==> src/hw/rtl/glr_pkg.sv <==
// Shared constants and types for the Life row stencil core.
// Used by every module in hw/rtl except glr_cell_lane; depends on nothing.
package glr_pkg;

  localparam int BOARD_COLUMNS = 16;
  localparam int WIDTH_W       = 5;
  localparam int FIFO_DEPTH    = 4;
  localparam int PTR_W         = $clog2(FIFO_DEPTH);
  localparam int CNT_W         = $clog2(FIFO_DEPTH + 1);

  typedef logic [BOARD_COLUMNS-1:0] row_t;

  typedef struct packed {
    row_t row;
    logic last;
  } word_t;

  // Column c is in use when c < min(width, BOARD_COLUMNS).
  function automatic row_t col_mask(input logic [WIDTH_W-1:0] width);
    row_t m;
    for (int c = 0; c < BOARD_COLUMNS; c++) begin
      m[c] = (c < int'(width));
    end
    return m;
  endfunction

endpackage

==> src/hw/rtl/glr_cell_lane.sv <==
// One column lane: B3/S23 rule on a 3x3 neighborhood.
// Depends on nothing.
module glr_cell_lane (
  input  logic [2:0] up,
  input  logic [2:0] mid,
  input  logic [2:0] down,
  output logic       alive
);

  logic [3:0] nbrs;

  assign nbrs = 4'(up[0]) + 4'(up[1]) + 4'(up[2]) + 4'(mid[0]) + 4'(mid[2])
              + 4'(down[0]) + 4'(down[1]) + 4'(down[2]);

  assign alive = (nbrs == 4'd3) || (mid[1] && (nbrs == 4'd2));

endmodule

==> src/hw/rtl/glr_row_eval.sv <==
// One lane per column over three rows, then a merge that masks unused columns.
// Depends on glr_pkg and glr_cell_lane.
module glr_row_eval (
  input  glr_pkg::row_t up,
  input  glr_pkg::row_t mid,
  input  glr_pkg::row_t down,
  input  glr_pkg::row_t mask,
  output glr_pkg::row_t result
);

  logic [glr_pkg::BOARD_COLUMNS+1:0] up_ext;
  logic [glr_pkg::BOARD_COLUMNS+1:0] mid_ext;
  logic [glr_pkg::BOARD_COLUMNS+1:0] down_ext;
  glr_pkg::row_t                     lane_out;

  // dead border column on each side
  assign up_ext   = {1'b0, up & mask, 1'b0};
  assign mid_ext  = {1'b0, mid & mask, 1'b0};
  assign down_ext = {1'b0, down & mask, 1'b0};

  for (genvar c = 0; c < glr_pkg::BOARD_COLUMNS; c++) begin : g_lane
    glr_cell_lane u_lane (
      .up    (up_ext[c+2:c]),
      .mid   (mid_ext[c+2:c]),
      .down  (down_ext[c+2:c]),
      .alive (lane_out[c])
    );
  end

  assign result = lane_out & mask;

endmodule

==> src/hw/rtl/glr_out_fifo.sv <==
// Result queue: takes zero, one or two words a cycle, gives one word on each pop.
// Depends on glr_pkg.
module glr_out_fifo (
  input  logic                    clk,
  input  logic                    rst,
  input  logic [1:0]              push_n,
  input  glr_pkg::word_t          push_first,
  input  glr_pkg::word_t          push_second,
  input  logic                    pop,
  output logic                    not_empty,
  output logic                    near_full,
  output glr_pkg::word_t          head
);

  glr_pkg::word_t                 entries [glr_pkg::FIFO_DEPTH];
  logic [glr_pkg::PTR_W-1:0]      wr_ptr;
  logic [glr_pkg::PTR_W-1:0]      rd_ptr;
  logic [glr_pkg::CNT_W-1:0]      count;
  logic [glr_pkg::CNT_W-1:0]      count_next;
  logic [glr_pkg::PTR_W-1:0]      wr_ptr_second;

  assign wr_ptr_second = wr_ptr + glr_pkg::PTR_W'(1);
  assign count_next    = count + glr_pkg::CNT_W'(push_n) - glr_pkg::CNT_W'(pop);

  always_ff @(posedge clk) begin
    if (rst) begin
      wr_ptr <= '0;
      rd_ptr <= '0;
      count  <= '0;
    end else begin
      wr_ptr <= wr_ptr + glr_pkg::PTR_W'(push_n);
      if (pop) begin
        rd_ptr <= rd_ptr + glr_pkg::PTR_W'(1);
      end
      count <= count_next;
    end
  end

  always_ff @(posedge clk) begin
    if (push_n != 2'd0) begin
      entries[wr_ptr] <= push_first;
    end
    if (push_n == 2'd2) begin
      entries[wr_ptr_second] <= push_second;
    end
  end

  assign not_empty = (count != '0);
  // room for two words must remain before taking another row
  assign near_full = (count > glr_pkg::CNT_W'(glr_pkg::FIFO_DEPTH - 2));
  assign head      = entries[rd_ptr];

endmodule

==> src/hw/rtl/life_generation_row_stencil_core.sv <==
// Game of Life (B3/S23) generation over a board streamed one row per word.
// A result word is pushed into the output queue when the row that causes it is accepted.
// Throughput: one row per cycle; the extra word of a last row is absorbed by
// the next board's first row, so in_stall rises only under output stalls.
// Reset (rst, synchronous): row history and queue cleared, width = 16.
module life_generation_row_stencil_core (
  input  logic                          clk,
  input  logic                          rst,
  input  logic                          cfg_wr_en,
  input  logic [glr_pkg::WIDTH_W-1:0]   cfg_wr_data,
  input  logic                          in_valid,
  output logic                          in_stall,
  input  glr_pkg::row_t                 row_cells,
  input  logic                          last_row,
  output logic                          out_valid,
  input  logic                          out_stall,
  output glr_pkg::row_t                 next_row,
  output logic                          board_end
);

  logic [glr_pkg::WIDTH_W-1:0] width_in_use;
  glr_pkg::row_t               row_above;
  glr_pkg::row_t               row_middle;
  logic                        held;

  glr_pkg::row_t  mask;
  glr_pkg::row_t  row_in;
  glr_pkg::row_t  above_b;
  glr_pkg::row_t  eval_a;
  glr_pkg::row_t  eval_b;
  logic           accept;
  logic           pop;
  logic [1:0]     push_n;
  glr_pkg::word_t push_first;
  glr_pkg::word_t push_second;
  glr_pkg::word_t head;
  logic           near_full;

  assign mask    = glr_pkg::col_mask(width_in_use);
  assign row_in  = row_cells & mask;
  assign accept  = in_valid && !in_stall;
  assign above_b = held ? row_middle : '0;

  // row above, given the new row as the one below
  glr_row_eval u_eval_mid (
    .up     (row_above),
    .mid    (row_middle),
    .down   (row_in),
    .mask   (mask),
    .result (eval_a)
  );

  // new row itself with a dead row below (end of board)
  glr_row_eval u_eval_last (
    .up     (above_b),
    .mid    (row_in),
    .down   ('0),
    .mask   (mask),
    .result (eval_b)
  );

  always_comb begin
    push_n      = 2'd0;
    push_first  = '{row: eval_b, last: 1'b1};
    push_second = '{row: eval_b, last: 1'b1};
    if (accept) begin
      push_n = 2'(held) + 2'(last_row);
      if (held) begin
        push_first = '{row: eval_a, last: 1'b0};
      end
    end
  end

  always_ff @(posedge clk) begin
    if (rst) begin
      width_in_use <= glr_pkg::WIDTH_W'(glr_pkg::BOARD_COLUMNS);
      row_above    <= '0;
      row_middle   <= '0;
      held         <= 1'b0;
    end else begin
      if (cfg_wr_en) begin
        width_in_use <= cfg_wr_data;
      end
      if (accept) begin
        if (last_row) begin
          row_above  <= '0;
          row_middle <= '0;
          held       <= 1'b0;
        end else begin
          row_above  <= above_b;
          row_middle <= row_in;
          held       <= 1'b1;
        end
      end
    end
  end

  glr_out_fifo u_fifo (
    .clk         (clk),
    .rst         (rst),
    .push_n      (push_n),
    .push_first  (push_first),
    .push_second (push_second),
    .pop         (pop),
    .not_empty   (out_valid),
    .near_full   (near_full),
    .head        (head)
  );

  assign pop       = out_valid && !out_stall;
  assign in_stall  = near_full;
  assign next_row  = head.row;
  assign board_end = head.last;

endmodule

==> config.mk <==
export PLATFORM = sky130hd
export DESIGN_NAME = life_generation_row_stencil_core
export DESIGN_NICKNAME = d
export VERILOG_FILES = /design/src/hw/rtl/glr_pkg.sv /design/src/hw/rtl/glr_cell_lane.sv /design/src/hw/rtl/glr_row_eval.sv /design/src/hw/rtl/glr_out_fifo.sv /design/src/hw/rtl/life_generation_row_stencil_core.sv
export SDC_FILE = /design/constraint.sdc
export NUM_CORES = 1
export LEC_CHECK = 0
export BUFFER_PORTS_ARGS = -buffer_cell sky130_fd_sc_hd__buf_2
export CORE_UTILIZATION = 40
export CTS_CLUSTER_DIAMETER = 50
export DETAILED_ROUTE_END_ITERATION = 7
export MAX_ROUTING_LAYER = met4
export PLACE_DENSITY = 0.6
export SETUP_SLACK_MARGIN = 0.02
export SYNTH_ARGS = -nofsm -noshare
export SYNTH_HDL_FRONTEND = slang
export SYNTH_SLANG_ARGS = --single-unit
==> constraint.sdc <==
create_clock -name clk -period 13.9 [get_ports clk]
set_clock_uncertainty 0.15 [all_clocks]
set_input_delay 2.085 -clock clk [delete_from_list [all_inputs] [get_ports clk]]
set_output_delay 2.085 -clock clk [all_outputs]
set_load 0.05 [all_outputs]
Yosys cells after proc, flatten, opt, wreduce, memory -nomap -nowiden
Memory sizes are Yosys's and may differ from the RTL's. A register that Yosys moved wholly into a read port is not among the register bits.
Index checks and enable logic that the tools add are counted.
Widths: inputs -> output; s select.
{ "word_totals": {"register_bits": 45, "latchBits": 0, "mem_bits_rw": 68, "rom_bits": 0, "input_bits": 27, "out_inout_bits": 19, "wordCells": 350, "mem_count": 1} }
{ "mem_list": {"columns": ["name", "depth", "width", "read_ports", "rd_clocked_by_memory_dff", "write_ports", "line", "source"], "rows": [
  ["u_fifo.entries", 4, 17, 1, 1, 2, "glr_out_fifo.sv:15", "glr_pkg::word_t entries [glr_pkg::FIFO_DEPTH];"]
]} }
{ "op_classes": {"n_addsub": 170, "multipliers": 0, "div": 0, "n_lt_le_gt_ge": 17, "n_eq_ne": 65, "n_shift": 0, "muxes": 13, "bitwise": 7, "n_reduce_logical": 70} }
{ "op_table": {"columns": ["operator", "n"], "rows": [
  ["$add 4x1->4", 134],
  ["$eq 4x2->1 const B", 64],
  ["$and 16x16->16", 7],
  ["$add 1x1->2", 31],
  ["$mux 16", 3],
  ["$lt 4x5->1 const A", 8],
  ["$logic_and 1x1->1", 34],
  ["$mux 17", 2],
  ["$logic_or 1x1->1", 32],
  ["$lt 3x5->1 const A", 4],
  ["$lt 1x5->1 const A", 2],
  ["$lt 2x5->1 const A", 2],
  ["$mux 2", 3],
  ["$mux 1", 5],
  ["$add 2x1->2 const B", 2],
  ["$add 3x2->3", 1],
  ["$gt 3x2->1 const B", 1],
  ["$reduce_bool 3->1", 1],
  ["$sub 3x1->3", 1],
  ["$add 2x2->2", 1],
  ["$eq 2x2->1 const B", 1],
  ["$logic_not 1->1", 2],
  ["$reduce_bool 2->1", 1]
]} }

Depth between registers and ports, before layout
{ "logic_depth": {"word_depth": 15, "ltp_mapped": 19, "mapped_depth_nobuf": 17} }

Cells and area by module
A second synthesis with hierarchy kept.
{ "unflattened": {"cells_unflattened": 1301, "hier_area_um2": 12734.7} }
{ "by_module_without_submodules": {"columns": ["module", "n_inst", "cells_each", "area_per_inst_um2", "seq_area_each_um2"], "rows": [
  ["glr_out_fifo", 1, 211, 3828.7, 2222.1],
  ["glr_cell_lane (u_eval_last.g_lane[0].u_lane ...)", 18, 23, 185.2, 0.0],
  ["glr_cell_lane (u_eval_mid.g_lane[11].u_lane ...)", 14, 23, 200.2, 0.0],
  ["life_generation_row_stencil_core", 1, 224, 1961.9, 760.7],
  ["glr_row_eval", 2, 65, 404.1, 0.0]
]} }

Worst setup path after synthesis
No wires, ideal clock.
{ "synth_path": {"kind": "input port to flip-flop", "from": "input row_cells[8]", "to": "memory u_fifo.entries[0][9] (netlist bit) (data pin)", "setup_time_ns": 0.155, "t_arrival_ns": 4.504, "t_required_ns": 13.595, "setup_slack_ns": 9.091, "stages": 10, "path_cell_list": "nand2_1 > fa_1 > inv_1 > fa_1 > inv_1 > fa_1 > o21bai_1 > or4b_4 > o21a_1 > o22ai_1"} }
{ "synth_lines": {"columns": ["element", "line", "source"], "rows": [
  ["from (decl)", "life_generation_row_stencil_core.sv:13", "input glr_pkg::row_t row_cells,"],
  ["to (decl)", "glr_out_fifo.sv:15", null]
]} }

==> run_results.csv <==
group,metric,value,unit
status,status,"finished clean",
critical_path,end_kind,"flip-flop",
critical_path,crit_arrival,5.22,ns
global_routing,antenna_found_initial,0,
detailed_routing,drt_pass1_iterations,5,
global_routing,grt_util_met2,34.1,%
worst_hold_path,min_to,"u_fifo.entries[0][0]$_SDFFE_PP1P_",
sta,post-route-period-util,36.9,%
sta,max_slew_margin,21.8,%
critical_path,rr_startpoint,"width_in_use[4]$_SDFFE_PP1P_",
placed_design,pre_cts_ws,8.81,ns
critical_path,reg2reg_depth,15,
critical_path,cp-start-kind,"flip-flop",
clock_network,htree_levels,4,
logic_synthesis,synth_edf_count,64,
critical_path,cp.required,14.00,ns
placed_design,gp_congestion,0.865,
clock_network,numCtsBuffers,17,
logic_synthesis,yosysMostFrequentCell,"inv_1",
detailed_routing,drtIter0Drc,506,
logic_synthesis,synth_warnings,0,
final_layout,diodes,0,
logic_synthesis,yosys.area.top_type,"edfxtp_1",
clock_network,clkSlewWorstSetupHoldPaths,0.06,ns
clock_network,clkSinkCount,115,
global_routing,grt_pass1_wl,38.8,mm
final_layout,nNetsFinal,1179,
detailed_routing,detail_route.wl_per_cell,18.2,um
global_routing,grt_overflow,0,
global_routing,use_met3,3.18,%
logic_synthesis,syn_nets,1150,
final_layout,area_growth,11.0,%
sta,finalHoldViolCount,0,
floorplanning,die_area,24500,um2
final_layout,final_layout_size_suffix_gt1_share,12.6,%
sta,fin_crit,5.12,ns
logic_synthesis,synth_top_family_by_area,"adder cells",
detailed_routing,vias,7119,
sta,slew_viol_final,0,
sta,finalSetupViolCount,0,
detailed_routing,drc,0,
floorplanning,start_util,40.7,%
floorplanning,rows,56,
logic_synthesis,synth_compound_area_share,11.8,%
critical_path,cp_cell_sequence,"nor2_1 > a21oi_1 > nand2_1 > mux2_2 > xor2_1 > ha_1 > inv_1 > fa_1 > inv_1 > fa_1 > inv_1 > fa_1 > a2111oi_0 > nand3_1 > o22ai_1",
global_routing,grt.total_usage,21.8,%
logic_synthesis,yosys.area_share.simple,12.5,%
placed_design,hpwlAfterDp,17.9,mm
logic_synthesis,netlist_area,9550,um2
critical_path,crit_path_top_delay_cell,"dfxtp_1",
floorplanning,core-area,23500,um2
critical_path,worstReg2RegEnd,"u_fifo.entries[2][11]$_DFFE_PP_",
global_routing,met1_usage,28.9,%
logic_synthesis,synthMuxAreaShare,6.29,%
sta,max_freq,195,MHz
logic_synthesis,synth_seq_cells,115,
sta,fin_ws,8.78,ns
logic_synthesis,synth_top_area_share,20.1,%
logic_synthesis,netlist_top_cells_area,"edfxtp_1 20%, fa_1 19%, dfxtp_1 11%",
floorplanning,pin_count,46,
logic_synthesis,synth_area_per_cell,9.94,um2
detailed_routing,routed_wirelength,24.1,mm
clock_network,clockBufferDepth,2,
logic_synthesis,synth_common_cells,"181 x inv_1, 90 x fa_1, 84 x nor2_1",
logic_synthesis,synth_xor_area_share,1.38,%
floorplanning,die_w,157,um
clock_network,cts_root_buf,"clkbuf_16",
critical_path,r2r_slack,8.78,ns
pwr,p_leak,4.79,nW
sta,rsz0062_at_grt,"no",
worst_hold_path,hold_path_class,"flip-flop to flip-flop",
worst_hold_path,min_path_cells,2,
placed_design,placedCellCount,1290,
run,maxCapViolCount,0,
clock_network,post_cts_buffers,0,
logic_synthesis,synthArstFlopShare,0,%
sta,worstMarginPinSlew,1.17,ns
global_routing,first_global_vias,7109,
logic_synthesis,synth_fa_ha_area_share,28.3,%
sta,fin_tns_setup,0,ns
floorplanning,fp.dieH,157,um
global_routing,gr-max-usage-layer,"met2",
critical_path,max_stage_delay,0.78,ns
pwr,power.density,119,nW/um2
logic_synthesis,ys_seq_area_share,30.8,%
critical_path,path_class,"flip-flop to flip-flop",
final_layout,finalNonFillerCells,1322,
placed_design,portBuffers,45,
critical_path,worstPathMaxFanout,17,
clock_network,insertion_delay,0.42,ns
clock_network,cts_resized,0,
clock_network,cts_tree,"done",
pwr,irDropWorstVdd,121,uV
clock_network,cts.hold.buffers_added,0,
detailed_routing,viasPerCell,5.39,
detailed_routing,ant_nets,0,
logic_synthesis,synth-main-ff-cell,"edfxtp_1",
global_routing,grt_max_degree,47,
logic_synthesis,synthDistinctLibCells,62,
sta,holdWs,0.318,ns
logic_synthesis,netlist_instances,961,
worst_hold_path,hp-start,"u_fifo.entries[0][0]$_SDFFE_PP1P_",
[where the power goes]
| group | leakage [nW] | switching, mW | internal (mW) | total, mW |
|---|---|---|---|---|
| clock network | 0.277 | 0.174 | 0.252 | 0.426 |
| registers | 1.03 | 0.0276 | 0.390 | 0.418 |
| logic | 3.49 | 0.285 | 0.138 | 0.423 |
[logic make-up (layout without fill, tap and decap cells)]
logic type	after synthesis	count (layout)
compound gates	163	163
xor+xnor	15	15
fa+ha+maj	162	162
buf+inv	220	262
flops	115	115
mux	37	37
simple gates	249	249
[worst max-delay path: cells and delay by family, from the launching register on]
family,cells,cell delay [ns]
fa+ha+maj,4,1.63
compound gates,3,1.03
flops,1,0.78
simple gates,3,0.67
mux,1,0.35
buf+inv,3,0.19
xor+xnor,1,0.15
[metal layers]
layer	vias to the layer above	routed length, um
met4	0	586
met5	-	0
met3	43	1450
met1	3515	10900
li1	3328	-
met2	233	11100
[layout by cell type (no fill, tap or decap), drive strengths merged, types with 3 or more instances in the layout]
master   netlist  final
inv          182    185
fa            90     90
nor2          84     84
ha            72     72
nand2         71     71
edfxtp        64     64
dfxtp         51     51
o22ai         50     50
buf           19     48
a22oi         29     29
and2          20     20
o21ai         20     20
nand3         19     19
clkbuf        19     18
mux4          17     17
nor2b         13     13
o2111ai       12     12
o21bai        12     12
a21oi         12     12
mux2          11     11
and3          10     10
mux2i          9      9
xnor2          8      8
a211oi         8      8
clkinv         0      8
xor2           7      7
o211ai         6      6
nor4           5      5
nor3           5      5
or2            4      4
or3            3      3
nand2b         3      3
nand4          3      3
a31oi          3      3
or4            3      3
[state kept, by name, indices dropped and copies added, names as in the netlist, named ones only]
name / flops
width_in_use: 5
u_fifo.wr_ptr: 2
u_fifo.entries: 68
row_above: 16
row_middle: 16
u_fifo.count: 3
u_fifo.rd_ptr: 2
held: 1
[through the flow]
stage	util (%)	cell area [um2]	total power, mW
after floorplan	-	9550	0.743
after global placement	42.7	10000	0.846
after detailed placement	42.7	10000	0.849
after CTS	45.2	10600	1.27
after global routing	45.2	10600	1.33
final	45.2	10600	1.27
[worst max path at each step]
stage	from	to	slack [ns]	cells past startpoint
2_1_floorplan	row_cells[8]	u_fifo.entries[0][9]$_DFFE_PP_	9.09	10
3_3_place_gp	width_in_use[4]$_SDFFE_PP1P_	u_fifo.entries[1][11]$_DFFE_PP_	8.80	15
3_5_place_dp	width_in_use[4]$_SDFFE_PP1P_	u_fifo.entries[2][11]$_DFFE_PP_	8.81	15
4_1_cts	width_in_use[4]$_SDFFE_PP1P_	u_fifo.entries[2][11]$_DFFE_PP_	8.78	15
5_1_grt	width_in_use[4]$_SDFFE_PP1P_	u_fifo.entries[0][11]$_DFFE_PP_	8.39	15
6_report	width_in_use[4]$_SDFFE_PP1P_	u_fifo.entries[2][11]$_DFFE_PP_	8.78	15
[final cells by class]
class	count	area, um2
clock buffer	18	439
clock inverter	14	130
fill	2231	12900
inverter	182	683
multi-input combinational	626	5760
sequential	115	2940
tap	319	399
timing repair buffer	48	248
Note: power is estimated with default switching activity, not from simulation.
